## src/teaf_pkg.sv

```systemverilog
// ----------------------------------------------------------------------------
// teaf_pkg
// Types, constants and helpers for the temporal edge activity filter.
// ----------------------------------------------------------------------------
package teaf_pkg;

  // Width of the rebuilt change times; the running sum wraps at this width.
  localparam int TIME_BITS = 32;

  localparam int WORD_W     = 32;
  localparam int MODE_W     = 2;
  localparam int CFG_IDX_W  = 2;
  localparam int CFG_DATA_W = 32;

  // Configuration register indexes
  localparam logic [CFG_IDX_W-1:0] CFG_WINDOW_START = 2'd0;
  localparam logic [CFG_IDX_W-1:0] CFG_WINDOW_END   = 2'd1;
  localparam logic [CFG_IDX_W-1:0] CFG_QUERY_MODE   = 2'd2;

  // Query modes
  localparam logic [MODE_W-1:0] MODE_POINT  = 2'd0;
  localparam logic [MODE_W-1:0] MODE_WEAK   = 2'd1;
  localparam logic [MODE_W-1:0] MODE_STRONG = 2'd2;
  localparam logic [MODE_W-1:0] MODE_NEXT   = 2'd3;

  typedef logic [TIME_BITS-1:0] time_t;

  typedef struct packed {
    logic [WORD_W-1:0] window_start;
    logic [WORD_W-1:0] window_end;
    logic [MODE_W-1:0] query_mode;
  } cfg_t;

  typedef struct packed {
    logic [WORD_W-1:0] neighbor_id;
    logic [WORD_W-1:0] time_delta;
    logic              first_in_list;
    logic              last_in_list;
  } item_t;

  typedef struct packed {
    logic [WORD_W-1:0] active_neighbor;
    logic [WORD_W-1:0] next_time;
    logic              no_next;
  } res_t;

  // 32-bit field to time width (truncate or zero-extend)
  function automatic time_t to_time(input logic [WORD_W-1:0] v);
    logic [TIME_BITS+WORD_W-1:0] ext;
    ext = {{TIME_BITS{1'b0}}, v};
    return ext[TIME_BITS-1:0];
  endfunction

  // time width back to a 32-bit field
  function automatic logic [WORD_W-1:0] to_word(input time_t t);
    logic [TIME_BITS+WORD_W-1:0] ext;
    ext = {{WORD_W{1'b0}}, t};
    return ext[WORD_W-1:0];
  endfunction

endpackage

```

## src/teaf_if.sv

```systemverilog
// ----------------------------------------------------------------------------
// teaf_if
// Valid/ready stream interfaces for the list items and the result beats.
// ----------------------------------------------------------------------------
interface teaf_in_if;
  logic        valid;
  logic        ready;
  logic [31:0] neighbor_id;
  logic [31:0] time_delta;
  logic        first_in_list;
  logic        last_in_list;

  modport source (output valid, output neighbor_id, output time_delta,
                  output first_in_list, output last_in_list, input ready);
  modport sink   (input valid, input neighbor_id, input time_delta,
                  input first_in_list, input last_in_list, output ready);
endinterface

interface teaf_out_if;
  logic        valid;
  logic        ready;
  logic [31:0] active_neighbor;
  logic [31:0] next_time;
  logic        no_next;

  modport source (output valid, output active_neighbor, output next_time,
                  output no_next, input ready);
  modport sink   (input valid, input active_neighbor, input next_time,
                  input no_next, output ready);
endinterface

```

## src/teaf_cfg_regs.sv

```systemverilog
// ----------------------------------------------------------------------------
// teaf_cfg_regs
// Query window and mode registers, written through the plain write port.
// ----------------------------------------------------------------------------
module teaf_cfg_regs (
  input  logic                           clk,
  input  logic                           rst_n,
  input  logic                           cfg_we,
  input  logic [teaf_pkg::CFG_IDX_W-1:0] cfg_index,
  input  logic [teaf_pkg::CFG_DATA_W-1:0] cfg_wdata,
  output teaf_pkg::cfg_t                 cfg
);
  import teaf_pkg::*;

  cfg_t cfg_r;
  cfg_t cfg_nxt;

  always_comb begin
    cfg_nxt = cfg_r;
    if (cfg_we) begin
      case (cfg_index)
        CFG_WINDOW_START: cfg_nxt.window_start = cfg_wdata[WORD_W-1:0];
        CFG_WINDOW_END:   cfg_nxt.window_end   = cfg_wdata[WORD_W-1:0];
        CFG_QUERY_MODE:   cfg_nxt.query_mode   = cfg_wdata[MODE_W-1:0];
        default:          cfg_nxt = cfg_r;
      endcase
    end
  end

  always_ff @(posedge clk) begin
    if (!rst_n) begin
      cfg_r <= '0;
    end else begin
      cfg_r <= cfg_nxt;
    end
  end

  assign cfg = cfg_r;

endmodule

```

## src/teaf_list_tracker.sv

```systemverilog
// ----------------------------------------------------------------------------
// teaf_list_tracker
// Per-list state: running time, parity before start, window hit and the
// first later change. Decides the result on the last item of a list.
// ----------------------------------------------------------------------------
module teaf_list_tracker (
  input  logic            clk,
  input  logic            rst_n,
  input  teaf_pkg::cfg_t  cfg,
  input  teaf_pkg::item_t item,
  input  logic            step,   // item leaves the input register this cycle
  output logic            emit,   // item is last and satisfies the query
  output teaf_pkg::res_t  res
);
  import teaf_pkg::*;

  time_t running_r,  running_nxt;
  logic  odd_r,      odd_nxt;
  logic  in_win_r,   in_win_nxt;
  time_t later_r,    later_nxt;
  logic  found_r,    found_nxt;

  time_t s, e, delta, now;
  time_t base_t, base_later;
  logic  base_odd, base_in_win, base_found;
  logic  le_start;
  logic  upd_odd, upd_in_win, upd_found;
  time_t upd_later;
  logic  hit, none;
  time_t nt;

  always_comb begin
    s     = to_time(cfg.window_start);
    e     = to_time(cfg.window_end);
    delta = to_time(item.time_delta);

    // a first mark restarts the list
    base_t      = item.first_in_list ? '0   : running_r;
    base_odd    = item.first_in_list ? 1'b0 : odd_r;
    base_in_win = item.first_in_list ? 1'b0 : in_win_r;
    base_later  = item.first_in_list ? '0   : later_r;
    base_found  = item.first_in_list ? 1'b0 : found_r;

    now      = base_t + delta;
    le_start = (now <= s);

    upd_odd    = base_odd ^ le_start;
    upd_in_win = base_in_win | (!le_start && (now <= e));
    upd_found  = base_found | !le_start;
    upd_later  = (!le_start && !base_found) ? now : base_later;

    hit  = 1'b0;
    none = 1'b0;
    nt   = '0;
    case (cfg.query_mode)
      MODE_POINT:  hit = upd_odd;
      MODE_WEAK:   hit = upd_odd | upd_in_win;
      MODE_STRONG: hit = upd_odd & !upd_in_win;
      MODE_NEXT: begin
        hit = 1'b1;
        if (upd_odd) begin
          nt = s;
        end else if (upd_found) begin
          nt = upd_later;
        end else if (now == s) begin
          nt = s;
        end else begin
          none = 1'b1;
        end
      end
      default: hit = 1'b0;
    endcase

    emit                = item.last_in_list & hit;
    res.active_neighbor = item.neighbor_id;
    res.next_time       = to_word(nt);
    res.no_next         = none;

    running_nxt = running_r;
    odd_nxt     = odd_r;
    in_win_nxt  = in_win_r;
    later_nxt   = later_r;
    found_nxt   = found_r;
    if (step) begin
      if (item.last_in_list) begin
        // list closes: state clears for whatever follows
        running_nxt = '0;
        odd_nxt     = 1'b0;
        in_win_nxt  = 1'b0;
        later_nxt   = '0;
        found_nxt   = 1'b0;
      end else begin
        running_nxt = now;
        odd_nxt     = upd_odd;
        in_win_nxt  = upd_in_win;
        later_nxt   = upd_later;
        found_nxt   = upd_found;
      end
    end
  end

  always_ff @(posedge clk) begin
    if (!rst_n) begin
      running_r <= '0;
      odd_r     <= 1'b0;
      in_win_r  <= 1'b0;
      later_r   <= '0;
      found_r   <= 1'b0;
    end else begin
      running_r <= running_nxt;
      odd_r     <= odd_nxt;
      in_win_r  <= in_win_nxt;
      later_r   <= later_nxt;
      found_r   <= found_nxt;
    end
  end

endmodule

```

## src/teaf_out_reg.sv

```systemverilog
// ----------------------------------------------------------------------------
// teaf_out_reg
// Result register driving the output stream.
// ----------------------------------------------------------------------------
module teaf_out_reg (
  input  logic              clk,
  input  logic              rst_n,
  input  logic              load,
  input  teaf_pkg::res_t    res,
  output logic              free,   // can take a beat this cycle
  teaf_out_if.source        out_ch
);
  import teaf_pkg::*;

  logic valid_r, valid_nxt;
  res_t data_r,  data_nxt;

  assign free = !valid_r || out_ch.ready;

  always_comb begin
    valid_nxt = valid_r;
    data_nxt  = data_r;
    if (load) begin
      valid_nxt = 1'b1;
      data_nxt  = res;
    end else if (out_ch.ready) begin
      valid_nxt = 1'b0;
    end
  end

  always_ff @(posedge clk) begin
    if (!rst_n) begin
      valid_r <= 1'b0;
    end else begin
      valid_r <= valid_nxt;
    end
  end

  always_ff @(posedge clk) begin
    data_r <= data_nxt;
  end

  assign out_ch.valid           = valid_r;
  assign out_ch.active_neighbor = data_r.active_neighbor;
  assign out_ch.next_time       = data_r.next_time;
  assign out_ch.no_next         = data_r.no_next;

endmodule

```

## src/temporal_edge_activity_filter_unit.sv

```systemverilog
// ----------------------------------------------------------------------------
// temporal_edge_activity_filter_unit
// Streams a node's neighbor change lists and emits the neighbors that match
// the configured time query.
//
// in_ch carries one delta-coded change time per beat, with first/last list
// marks; out_ch carries at most one result beat per list, on its last item.
// cfg_we/cfg_index/cfg_wdata write window_start (0), window_end (1) and
// query_mode (2); other indexes are dropped. Write only while idle.
// Throughput: one item per cycle while the output register can take results.
// An accepted item passes two registers (input, result) before its result
// is on out_ch. The time add and compares sit in the single stage between them.
// Reset (rst_n low, synchronous) clears the config, list state and both
// valid flags. When out_ch stalls with a result held, items that give no
// result still drain; a result-bearing item waits in the input register and
// in_ch.ready drops until the output register frees up.
// ----------------------------------------------------------------------------
module temporal_edge_activity_filter_unit (
  input  logic                            clk,
  input  logic                            rst_n,
  input  logic                            cfg_we,
  input  logic [teaf_pkg::CFG_IDX_W-1:0]  cfg_index,
  input  logic [teaf_pkg::CFG_DATA_W-1:0] cfg_wdata,
  teaf_in_if.sink                         in_ch,
  teaf_out_if.source                      out_ch
);
  import teaf_pkg::*;

  cfg_t  cfg;
  item_t item_r, item_nxt;
  logic  valid_r, valid_nxt;
  logic  emit, out_free, advance, in_fire;
  res_t  res;

  assign advance      = valid_r && (!emit || out_free);
  assign in_ch.ready  = !valid_r || advance;
  assign in_fire      = in_ch.valid && in_ch.ready;

  always_comb begin
    valid_nxt = valid_r;
    item_nxt  = item_r;
    if (in_fire) begin
      valid_nxt              = 1'b1;
      item_nxt.neighbor_id   = in_ch.neighbor_id;
      item_nxt.time_delta    = in_ch.time_delta;
      item_nxt.first_in_list = in_ch.first_in_list;
      item_nxt.last_in_list  = in_ch.last_in_list;
    end else if (advance) begin
      valid_nxt = 1'b0;
    end
  end

  always_ff @(posedge clk) begin
    if (!rst_n) begin
      valid_r <= 1'b0;
    end else begin
      valid_r <= valid_nxt;
    end
  end

  always_ff @(posedge clk) begin
    item_r <= item_nxt;
  end

  teaf_cfg_regs u_cfg (
    .clk       (clk),
    .rst_n     (rst_n),
    .cfg_we    (cfg_we),
    .cfg_index (cfg_index),
    .cfg_wdata (cfg_wdata),
    .cfg       (cfg)
  );

  teaf_list_tracker u_tracker (
    .clk   (clk),
    .rst_n (rst_n),
    .cfg   (cfg),
    .item  (item_r),
    .step  (advance),
    .emit  (emit),
    .res   (res)
  );

  teaf_out_reg u_out (
    .clk    (clk),
    .rst_n  (rst_n),
    .load   (advance && emit),
    .res    (res),
    .free   (out_free),
    .out_ch (out_ch)
  );

endmodule

```

## src/flat_wrapper.sv

```systemverilog
// flat-port wrapper written by rule: the top's interface ports become plain ports
module temporal_edge_activity_filter_unit_flat import teaf_pkg::*;
  (clk, rst_n, cfg_we, cfg_index, cfg_wdata, in_ch_valid, in_ch_neighbor_id, in_ch_time_delta, in_ch_first_in_list, in_ch_last_in_list, in_ch_ready, out_ch_valid, out_ch_active_neighbor, out_ch_next_time, out_ch_no_next, out_ch_ready);
  teaf_in_if in_ch_i ();
  teaf_out_if out_ch_i ();
  input  logic clk;
  input  logic rst_n;
  input  logic cfg_we;
  input  logic [teaf_pkg::CFG_IDX_W-1:0] cfg_index;
  input  logic [teaf_pkg::CFG_DATA_W-1:0] cfg_wdata;
  input wire logic [$bits(in_ch_i.valid)-1:0] in_ch_valid;
  input wire logic [$bits(in_ch_i.neighbor_id)-1:0] in_ch_neighbor_id;
  input wire logic [$bits(in_ch_i.time_delta)-1:0] in_ch_time_delta;
  input wire logic [$bits(in_ch_i.first_in_list)-1:0] in_ch_first_in_list;
  input wire logic [$bits(in_ch_i.last_in_list)-1:0] in_ch_last_in_list;
  output wire logic [$bits(in_ch_i.ready)-1:0] in_ch_ready;
  output wire logic [$bits(out_ch_i.valid)-1:0] out_ch_valid;
  output wire logic [$bits(out_ch_i.active_neighbor)-1:0] out_ch_active_neighbor;
  output wire logic [$bits(out_ch_i.next_time)-1:0] out_ch_next_time;
  output wire logic [$bits(out_ch_i.no_next)-1:0] out_ch_no_next;
  input wire logic [$bits(out_ch_i.ready)-1:0] out_ch_ready;
  assign in_ch_i.valid = in_ch_valid;
  assign in_ch_i.neighbor_id = in_ch_neighbor_id;
  assign in_ch_i.time_delta = in_ch_time_delta;
  assign in_ch_i.first_in_list = in_ch_first_in_list;
  assign in_ch_i.last_in_list = in_ch_last_in_list;
  assign in_ch_ready = in_ch_i.ready;
  assign out_ch_valid = out_ch_i.valid;
  assign out_ch_active_neighbor = out_ch_i.active_neighbor;
  assign out_ch_next_time = out_ch_i.next_time;
  assign out_ch_no_next = out_ch_i.no_next;
  assign out_ch_i.ready = out_ch_ready;
  temporal_edge_activity_filter_unit u_core (.clk(clk), .rst_n(rst_n), .cfg_we(cfg_we), .cfg_index(cfg_index), .cfg_wdata(cfg_wdata), .in_ch(in_ch_i), .out_ch(out_ch_i));
endmodule
```

## config.mk

```make
export PLATFORM = sky130hd
export DESIGN_NAME = temporal_edge_activity_filter_unit_flat
export DESIGN_NICKNAME = d
export VERILOG_FILES = /design/src/teaf_pkg.sv /design/src/teaf_if.sv /design/src/teaf_cfg_regs.sv /design/src/teaf_list_tracker.sv /design/src/teaf_out_reg.sv /design/src/temporal_edge_activity_filter_unit.sv /design/src/flat_wrapper.sv
export SDC_FILE = /design/constraint.sdc
export NUM_CORES = 1
export LEC_CHECK = 0
export BUFFER_PORTS_ARGS = -buffer_cell sky130_fd_sc_hd__buf_2
export CORE_UTILIZATION = 35
export CTS_CLUSTER_DIAMETER = 120
export DETAILED_ROUTE_END_ITERATION = 10
export PLACE_DENSITY_LB_ADDON = 0.1
export SLEW_MARGIN = 20
export SYNTH_ARGS = -nofsm -noshare
export SYNTH_HDL_FRONTEND = slang
export SYNTH_SLANG_ARGS = --single-unit
```

## constraint.sdc

```tcl
create_clock -name clk -period 36.9 [get_ports clk]
set_input_delay 5.535 -clock clk [delete_from_list [all_inputs] [get_ports clk]]
set_output_delay 5.535 -clock clk [all_outputs]
set_load 0.02 [all_outputs]
```

==> flow_summary.ini, run 1 <==
[worst_setup_path]
arrival_ps = 7250
end_kind = primary output
reg2reg_slack_ps = 29080
cp.required_ps = 31360
worst_r2r_startpoint = u_core.item_r[1]
rr_endpoint = u_core.item_r[6]
crit_type = reg2out
reg2reg_depth = 22
start_kind = register
cp_max_fo = 65

[sta]
worst_hold_slack_ps = 418
slew_headroom_pct = 25.9
fmax_mhz = 78.2
period_minus_slack_ps = 12780
tightest_slew_ps = 1110
setup_ws_ps = 24120
fin_crit_sh_pct = 34.6
finalHoldViolations = 0
setup-tns-final_ps = 0
skew_ps = 15.5
slew_violations = 0
rsz0062_at_grt = false
setup_viol = 0

[min_path]
min_path_type = reg2reg
hold_path_end = u_core.u_out.out_ch.active_neighbor[0]
holdCritStartpoint = u_core.item_r[34]
holdPathStages = 0

[floorplan]
initial_core_util_pct = 35.7
dieArea_um2 = 38200
ios = 172
coreArea_um2 = 36700
die_h_um = 196
die_w_um = 196
rows = 70

[place]
post-place-ws_ps = 24740
dp_hpwl_mm = 24.6
dpl_cell_area_um2 = 14400
placed_cells = 1878
portBuffers = 171
place_congestion = 0.860

[synth]
syn_area_um2 = 13100
synth_ff_type = dfxtp_1
postSynthAreaPerCell_um2 = 10.2
ys_types = 69
yosysTopAreaCell = edfxtp_1
ys_warn_count = 0
synth_edf_count = 131
seq_area_frac_synth_pct = 50.6
netlist_top_cells_area = edfxtp_1, dfxtp_1, ha_1
synth-async-reset-ratio_pct = 0
ys_ff_latch = 266
syn_nets = 1489
synth_top_area_share_pct = 30.0
netlist_instances = 1288

[run]
drv_cap = 0

[layout]
regArea_um2 = 6640
final_nets = 1643
area_delta_synth_final_pct = 18.0
nFillCells = 3646
n_antenna_cell = 0
drive_gt1_share_pct = 17.6
multi_input_area_um2 = 5960
design_area_um2 = 15500
utilization_pct = 42.2
instances_no_fill = 1933

[clocking]
postCtsHoldBufs = 0
insertion_delay_ps = 590
cts_tree = done
htree_levels = 1
path_clk_slew_ps = 60
cts_buffer_depth = 3
clock-root-buffer = clkbuf_16
cts_buffers = 30
cts_resized = 0
cts_setup_buffers = 0
cts_sinks = 266

[global_routing]
antenna_found_initial = 0
grt_pass1_vias = 9622
grt_start_max_net_pins = 74
grt_first_pass_wirelength_mm = 54.8
grt_overflow = 0
track_usage_pct = 18.3

[drt]
routedWlPerCell_um = 18.1
drc = 0
viasPerCell = 5.09
wl_mm = 35.0
drt_iter0_markers = 511
vias = 9846
drt.antenna.violating_nets = 0
drt_pass1_iterations = 8

[power]
power_density_nw_per_um2 = 48.5
p_total_mw = 0.751
peakVddDrop_mv = 0.0338
power.leakage_nw = 5.88

[run_status]
outcome = completed
## per-layer routing
layer | routed length [um] | part of all wire, % | track usage, %
met1 | 18100 | 52 | 27.4
met2 | 14800 | 42 | 27.9
met3 | 1540 | 4.4 | 2.83
met4 | 525 | 1.5 | 3.44
met5 | 0 | 0 | 0
## how the worst max path moves through the flow
stage | slack, ps | start | end
finish | 24120 | u_core.item_r[1] | in_ch_ready
global route | 23650 | u_core.item_r[1] | in_ch_ready
CTS | 24100 | u_core.item_r[1] | in_ch_ready
detailed placement | 24740 | u_core.item_r[1] | in_ch_ready
global placement | 24770 | out_ch_ready | in_ch_ready
floorplan | 23920 | out_ch_ready | u_core.u_out.out_ch.active_neighbor[0]
## cell families after synthesis
family / count (synthesis) / synth area share (%)
AND/OR/NAND/NOR: 398 / 14.9
AO/OA/AOI/OAI: 355 / 18.7
flip-flops: 266 / 50.6
buffers and inverters: 140 / 4.19
adder cells (fa/ha/maj): 96 / 9.22
XOR/XNOR: 27 / 1.92
multiplexers: 6 / 0.458
## worst max-delay path: stages (launching register included)
cell,delay [ps]
edfxtp_1,320
buf_4,590
nand2b_1,240
inv_1,60
ha_1,280
a211o_1,280
a211oi_1,430
o31a_1,270
o2111ai_1,150
a31o_2,270
a21oi_1,250
xor3_1,460
ha_1,340
nand4_1,170
nor3_1,90
a221oi_1,350
nand3_1,180
a21oi_1,820
xnor2_1,340
a21oi_1,120
o21ai_0,340
buf_2,240
## power breakdown
part	switching, mW	internal [mW]	leakage (nW)
clock network	0.127	0.185	0.511
registers	0.00652	0.324	2.27
logic	0.0679	0.0408	3.10
## state kept, by name (all words and copies together) (netlist names)
name and cells:
u_core.u_out.out_ch.next_time 32, u_core.u_tracker.running_r 32, u_core.u_tracker.found_r 1, u_core.u_tracker.in_win_r 1, u_core.u_out.out_ch.active_neighbor 32, u_core.item_r 66, u_core.u_tracker.later_r 32, u_core.u_tracker.odd_r 1
u_core.valid_r 1, u_core.u_out.out_ch.valid 1, u_core.u_cfg.cfg 66, u_core.u_out.out_ch.no_next 1
## layout by cell type, fill, tap and decap left out, types with 6 or more instances in the layout
cell type	Yosys	final
o21ai_0	52	52
o21a_1	6	6
a31o_2	6	6
nand3_1	17	17
dfxtp_1	135	135
a21o_1	16	16
nand2_1	190	190
edfxtp_1	131	131
buf_4	0	12
clkbuf_8	0	7
ha_1	95	95
clkbuf_16	0	30
nand2b_1	9	9
xor2_1	12	12
nor3b_1	28	27
a22o_1	49	49
a21boi_0	67	67
and3_1	6	6
nor2b_1	46	46
inv_1	79	79
nand4_1	18	18
nor3_1	11	10
buf_2	1	171
mux2i_1	6	6
a21oi_1	89	88
a2bb2oi_1	14	14
nor2_1	41	40
xnor2_1	14	14
## cells in the mapped netlist (all sizes together) (3+ instances only)
master / n
o2111ai: 3
nor3b: 28
xnor2: 14
a21o: 16
a211o: 5
nor3: 11
edfxtp: 131
nor4: 6
a31o: 6
and3: 6
a2bb2oi: 14
a21boi: 67
a211oi: 3
clkbuf: 54
mux2i: 6
a22o: 49
xor2: 12
or2: 6
inv: 79
o31a: 5
ha: 95
buf: 7
o21a: 6
a221o: 3
o21ai: 53
o21bai: 3
a221oi: 5
a31oi: 5
dfxtp: 135
a21oi: 90
nand2: 190
or3: 3
o211ai: 4
a32oi: 3
nor2: 41
nor2b: 46
nand3: 17
nand4: 18
nand2b: 9
and2: 5
## final cells by class
cell class / instances / share of cell area [%]
clock buffer: 39 / 5.52
clock inverter: 16 / 1.22
inverter: 79 / 1.92
multi-input combinational: 882 / 38.5
sequential: 266 / 42.9
tap: 468 / 3.79
timing repair buffer: 183 / 6.11
(Power assumes the default switching activity.)
==> run 2, diff against run 1 <==
==> constraint.sdc (replaced) <==
create_clock -name clk -period 13.3 [get_ports clk]
set_input_delay 1.995 -clock clk [delete_from_list [all_inputs] [get_ports clk]]
set_output_delay 1.995 -clock clk [all_outputs]
set_load 0.02 [all_outputs]
==> flow_summary.ini, run 2 (synthesis results as in run 1) <==
[clocking]
cts_resized = 0
cts_sinks = 266
postCtsHoldBufs = 0
insertion_delay_ps = 580
clock-root-buffer = clkbuf_16
cts_setup_buffers = 0
htree_levels = 1
cts_buffers = 30
cts_tree = done
path_clk_slew_ps = 60
cts_buffer_depth = 3

[global_routing]
grt_busiest_layer = met2
use_met1_pct = 26.9
grt_pass1_vias = 9461
antenna_found_initial = 0
grt_overflow = 0
track_usage_pct = 18.3
use_met3_pct = 3.42
grtUsageMet2_pct = 27.7
grt_first_pass_wirelength_mm = 54.5
grt_start_max_net_pins = 74

[drt]
viasPerCell = 5.07
drc = 0
vias = 9829
drt_iter0_markers = 515
drt_pass1_iterations = 4
routedWlPerCell_um = 18.1
wl_mm = 35.1
drt.antenna.violating_nets = 0

[worst_setup_path]
crit_type = reg2out
cp_slowest_cell = a21oi_1
cp.required_ps = 11310
end_kind = primary output
arrival_ps = 7350
path_cells = buf_4, nand2b_1, inv_1, ha_1, a211o_1, a211oi_1, o31a_1, o2111ai_1, a31o_2, a21oi_1, xor3_1, ha_1, nand4_1, nor4_2, nand2_1, a21oi_1, xnor2_1, a21oi_1, o21ai_0, buf_2
critPathTopFamily = compound AO/OA/AOI/OAI gates
cp_num_buf_inv = 3
start_kind = register
cpMostUsedCell = a21oi_1
critical_path.max_stage_delay_ps = 900
cp_max_fo = 65

[sta]
period_minus_slack_ps = 9350
slew_violations = 0
fmax_mhz = 107
skew_ps = 15.1
setup_viol = 0
fin_crit_sh_pct = 70.3
finalHoldViolations = 0
rsz0062_at_grt = false
tightest_slew_ps = 1100
slew_headroom_pct = 26.7
worst_hold_slack_ps = 413
setup-tns-final_ps = 0

[floorplan]
coreArea_um2 = 36700
rows = 70
ios = 172
initial_core_util_pct = 35.7
die_w_um = 196
dieArea_um2 = 38200
die_h_um = 196

[min_path]
min_path_type = reg2reg

[place]
portBuffers = 171
place_congestion = 0.859
dpl_cell_area_um2 = 14500
dp_hpwl_mm = 25.1

[layout]
design_area_um2 = 15400
final_common_cell = nand2_1
n_antenna_cell = 0
final_nets = 1647
drive_gt1_share_pct = 17.6
layout_common_cells = nand2_1, buf_2, dfxtp_1, edfxtp_1, ha_1
utilization_pct = 42.0
area_delta_synth_final_pct = 17.7

[power]
peakVddDrop_mv = 0.0953
power.leakage_nw = 5.86
power_density_nw_per_um2 = 132

[run]
drv_cap = 0

[run_status]
outcome = completed
[run 2: cell type report]
cell class	count	area, um2
well taps	468	586
repair buffers	187	976
clock buffers	42	836
multi-input cells	882	5960
clock inverters	13	135
fillers	3593	21300
flip-flops and latches	266	6640
inverters	79	297
[run 2: power breakdown]
group / switching (mW) / total, mW / internal [mW] / leakage [nW]
sequential: 0.0182 / 0.918 / 0.900 / 2.27
clock: 0.337 / 0.814 / 0.477 / 0.477
combinational: 0.191 / 0.307 / 0.115 / 3.11
[run 2: path summary, 6_finish.rpt]
path	from	endpoint	slack, ps	cells past startpoint
hold reg to reg	u_core.item_r[54]	u_core.u_out.out_ch.active_neighbor[20]	410	0
hold / removal	u_core.item_r[54]	u_core.u_out.out_ch.active_neighbor[20]	410	0
setup / recovery	u_core.item_r[1]	in_ch_ready	3950	20
setup reg to reg	u_core.item_r[1]	u_core.item_r[1]	5340	21
[run 2: through the flow]
stage          std cells  setup slack (ps)  total power, mW
6_report            1937              3950             2.04
3_5_place_dp        1882              4630             1.24
3_3_place_gp        1882              4750             1.24
2_1_floorplan       1288               760             1.14
4_1_cts             1937              4000             2.07
5_1_grt             1937              3480             2.14
[run 2: layer usage]
metal,part of all wire (%),vias up
li1,-,4976
met1,51,4587
met2,42,228
met3,5.0,38
met4,1.7,0
met5,0,-
==> run 3, diff against run 2 <==
--- a/config.mk
+++ b/config.mk
@@ -5,6 +5,7 @@
 export SDC_FILE = /design/constraint.sdc
 export NUM_CORES = 1
 export LEC_CHECK = 0
+export ABC_AREA = 1
 export BUFFER_PORTS_ARGS = -buffer_cell sky130_fd_sc_hd__buf_2
 export CORE_UTILIZATION = 35
 export CTS_CLUSTER_DIAMETER = 120
==> constraint.sdc (replaced) <==
create_clock -name clk -period 9.1 [get_ports clk]
set_input_delay 1.365 -clock clk [delete_from_list [all_inputs] [get_ports clk]]
set_output_delay 1.365 -clock clk [all_outputs]
set_load 0.02 [all_outputs]
==> flow_summary.ini, run 3 <==
[global_routing]
grt_start_max_net_pins = 78
grt_pass1_vias = 11300
grt_overflow = 0
antenna_found_initial = 0
grt_first_pass_wirelength_mm = 65.1
track_usage_pct = 20.5

[worst_setup_path]
crit_type = reg2out
cpMostUsedCell = nand2_1
start_kind = register
arrival_ps = 6210
critPathTopFamily = simple AND/OR/NAND/NOR gates
crit_start = u_core.item_r[1]
cp_max_fo = 24
cp_num_buf_inv = 4
cp.required_ps = 7740
rr_endpoint = u_core.item_r[5]
reg2reg_slack_ps = 2370
reg2reg_depth = 31
end_kind = primary output
cp.depth = 30
cp_slowest_cell = edfxtp_1
worst_r2r_startpoint = u_core.item_r[1]
crit_end = in_ch_ready
critical_path.max_stage_delay_ps = 700

[floorplan]
initial_core_util_pct = 35.4
ios = 172
rows = 73
coreArea_um2 = 39600
die_h_um = 202
dieArea_um2 = 40900
die_w_um = 202

[clocking]
cts_tree = done
cts_setup_buffers = 0
insertion_delay_ps = 580
postCtsHoldBufs = 0
cts_buffers = 31
cts_resized = 0
path_clk_slew_ps = 70
clock-root-buffer = clkbuf_16
htree_levels = 1
cts_sinks = 266
cts_buffer_depth = 3

[place]
placed_cells = 2368
portBuffers = 171
dp_hpwl_mm = 31.1
place_congestion = 0.904

[run_status]
outcome = completed

[layout]
layout_common_cells = nand2_1, nor2_1, a21oi_1, inv_1, buf_2
area_delta_synth_final_pct = 17.1
n_antenna_cell = 0
final_common_cell = nand2_1
instances_no_fill = 2426
final_nets = 2077
drive_gt1_share_pct = 14.6
nFillCells = 4149
multi_input_area_um2 = 6310
regArea_um2 = 6640

[synth]
syn_area_um2 = 14000
ys_ff_latch = 266
seq_area_frac_synth_pct = 47.3
netlist_instances = 1726
ys_types = 42
netlist_top_cells_area = edfxtp_1, dfxtp_1, nand2_1
postSynthAreaPerCell_um2 = 8.14
ys_warn_count = 0
synth_top_area_share_pct = 28.0
yosysTopAreaCell = edfxtp_1
synth_ff_type = dfxtp_1
yosys.cell_count.top_type = nand2_1
synth-async-reset-ratio_pct = 0
synth_edf_count = 131
synth_commonest_cells = nand2_1, nor2_1, inv_1
syn_nets = 1927

[drt]
routedWlPerCell_um = 17.5
viasPerCell = 4.93
vias = 12000
drt.antenna.violating_nets = 0
drt_iter0_markers = 828
drc = 0
wl_mm = 42.4
drt_pass1_iterations = 5

[sta]
skew_ps = 15.9
fin_crit_sh_pct = 83.2
setup_viol = 0
finalHoldViolations = 0
tightest_slew_ps = 909
worst_hold_slack_ps = 418
slew_violations = 0
fmax_mhz = 132
setup-tns-final_ps = 0
rsz0062_at_grt = false
slew_headroom_pct = 39.4
period_minus_slack_ps = 7570

[min_path]
min_path_type = reg2reg

[power]
peakVddDrop_mv = 0.146
p_int_mw = 2.32
p_sw_share_pct = 30.2
pwr-share-clk_pct = 38.9
power.leakage_nw = 6.99
seq_power_share_pct = 40.7
power_density_nw_per_um2 = 202
power_frac_comb_pct = 20.4
switchingPower_mw = 1.01

[run]
drv_cap = 0
[run 3: cell types whose count changed in the layout (fill, tap and decap cells not counted), sizes merged, moves of 28 or more]
cell	before	now
nor2	41	213
nand2	190	330
inv	81	204
a21oi	90	210
o21ai	53	141
nand3	17	84
a21boi	67	3
a22o	49	0
nor2b	46	0
nor3b	28	0
[run 3: stage by stage]
| step | util, % | setup WS (ps) | power [mW] | cell area [um2] |
|---|---|---|---|---|
| floorplan | - | 2910 | 1.82 | 14000 |
| global placement | 38.9 | 2230 | 2.05 | 15400 |
| detailed placement | 38.9 | 2180 | 2.06 | 15400 |
| CTS | 41.5 | 1500 | 3.36 | 16500 |
| global route | 41.5 | 1060 | 3.50 | 16500 |
| finish | 41.5 | 1530 | 3.33 | 16500 |
[run 3: area by class of cell]
| type | count | share of cell area, % |
|---|---|---|
| Multi-Input combinational cell | 1178 | 38.3 |
| Inverter | 204 | 4.65 |
| Timing Repair Buffer | 195 | 6.31 |
| Tap cell | 525 | 3.99 |
| Clock inverter | 18 | 1.38 |
| Clock buffer | 40 | 4.98 |
| Sequential cell | 266 | 40.4 |
[run 3: layer usage]
layer | vias up | part of all wire [%] | global-route usage [%]
met5 | - | 0 | 0
met1 | 5580 | 48 | 28.8
met2 | 286 | 45 | 32.5
li1 | 6030 | - | -
met3 | 61 | 4.4 | 2.56
met4 | 0 | 2.8 | 6.55
[run 3: how the worst min path moves through the flow]
| stage | from | end | slack (ps) | cells past startpoint |
|---|---|---|---|---|
| final | u_core.item_r[62] | u_core.u_out.out_ch.active_neighbor[28] | 420 | 0 |
| after global routing | u_core.item_r[35] | u_core.u_out.out_ch.active_neighbor[1] | 420 | 0 |
| after CTS | u_core.item_r[64] | u_core.u_out.out_ch.active_neighbor[30] | 420 | 0 |
| after detailed placement | u_core.item_r[51] | u_core.u_out.out_ch.active_neighbor[17] | 400 | 0 |
| after global placement | u_core.item_r[49] | u_core.u_out.out_ch.active_neighbor[15] | 400 | 0 |
| after floorplan | u_core.item_r[34] | u_core.u_out.out_ch.active_neighbor[0] | 400 | 0 |
[run 3: cell families (layout without fill, tap and decap cells)]
group                    Yosys count  after routing  share of synthesized area (%)
XOR/XNOR                          28             28                           1.88
AND/OR/NAND/NOR                  666            666                           19.5
flip-flops                       266            266                           47.3
adder cells (fa/ha/maj)           96             96                           8.61
AO/OA/AOI/OAI                    388            388                           14.8
buffers and inverters            282            457                           7.99
[run 3: power by group through the flow]
stage	clock, mW	combinational, mW	sequential, mW
after global placement	0	0.674	1.38
after detailed placement	0	0.679	1.38
after CTS	1.33	0.682	1.35
final	1.29	0.679	1.35
after floorplan	0	0.436	1.39
after global routing	1.38	0.767	1.36
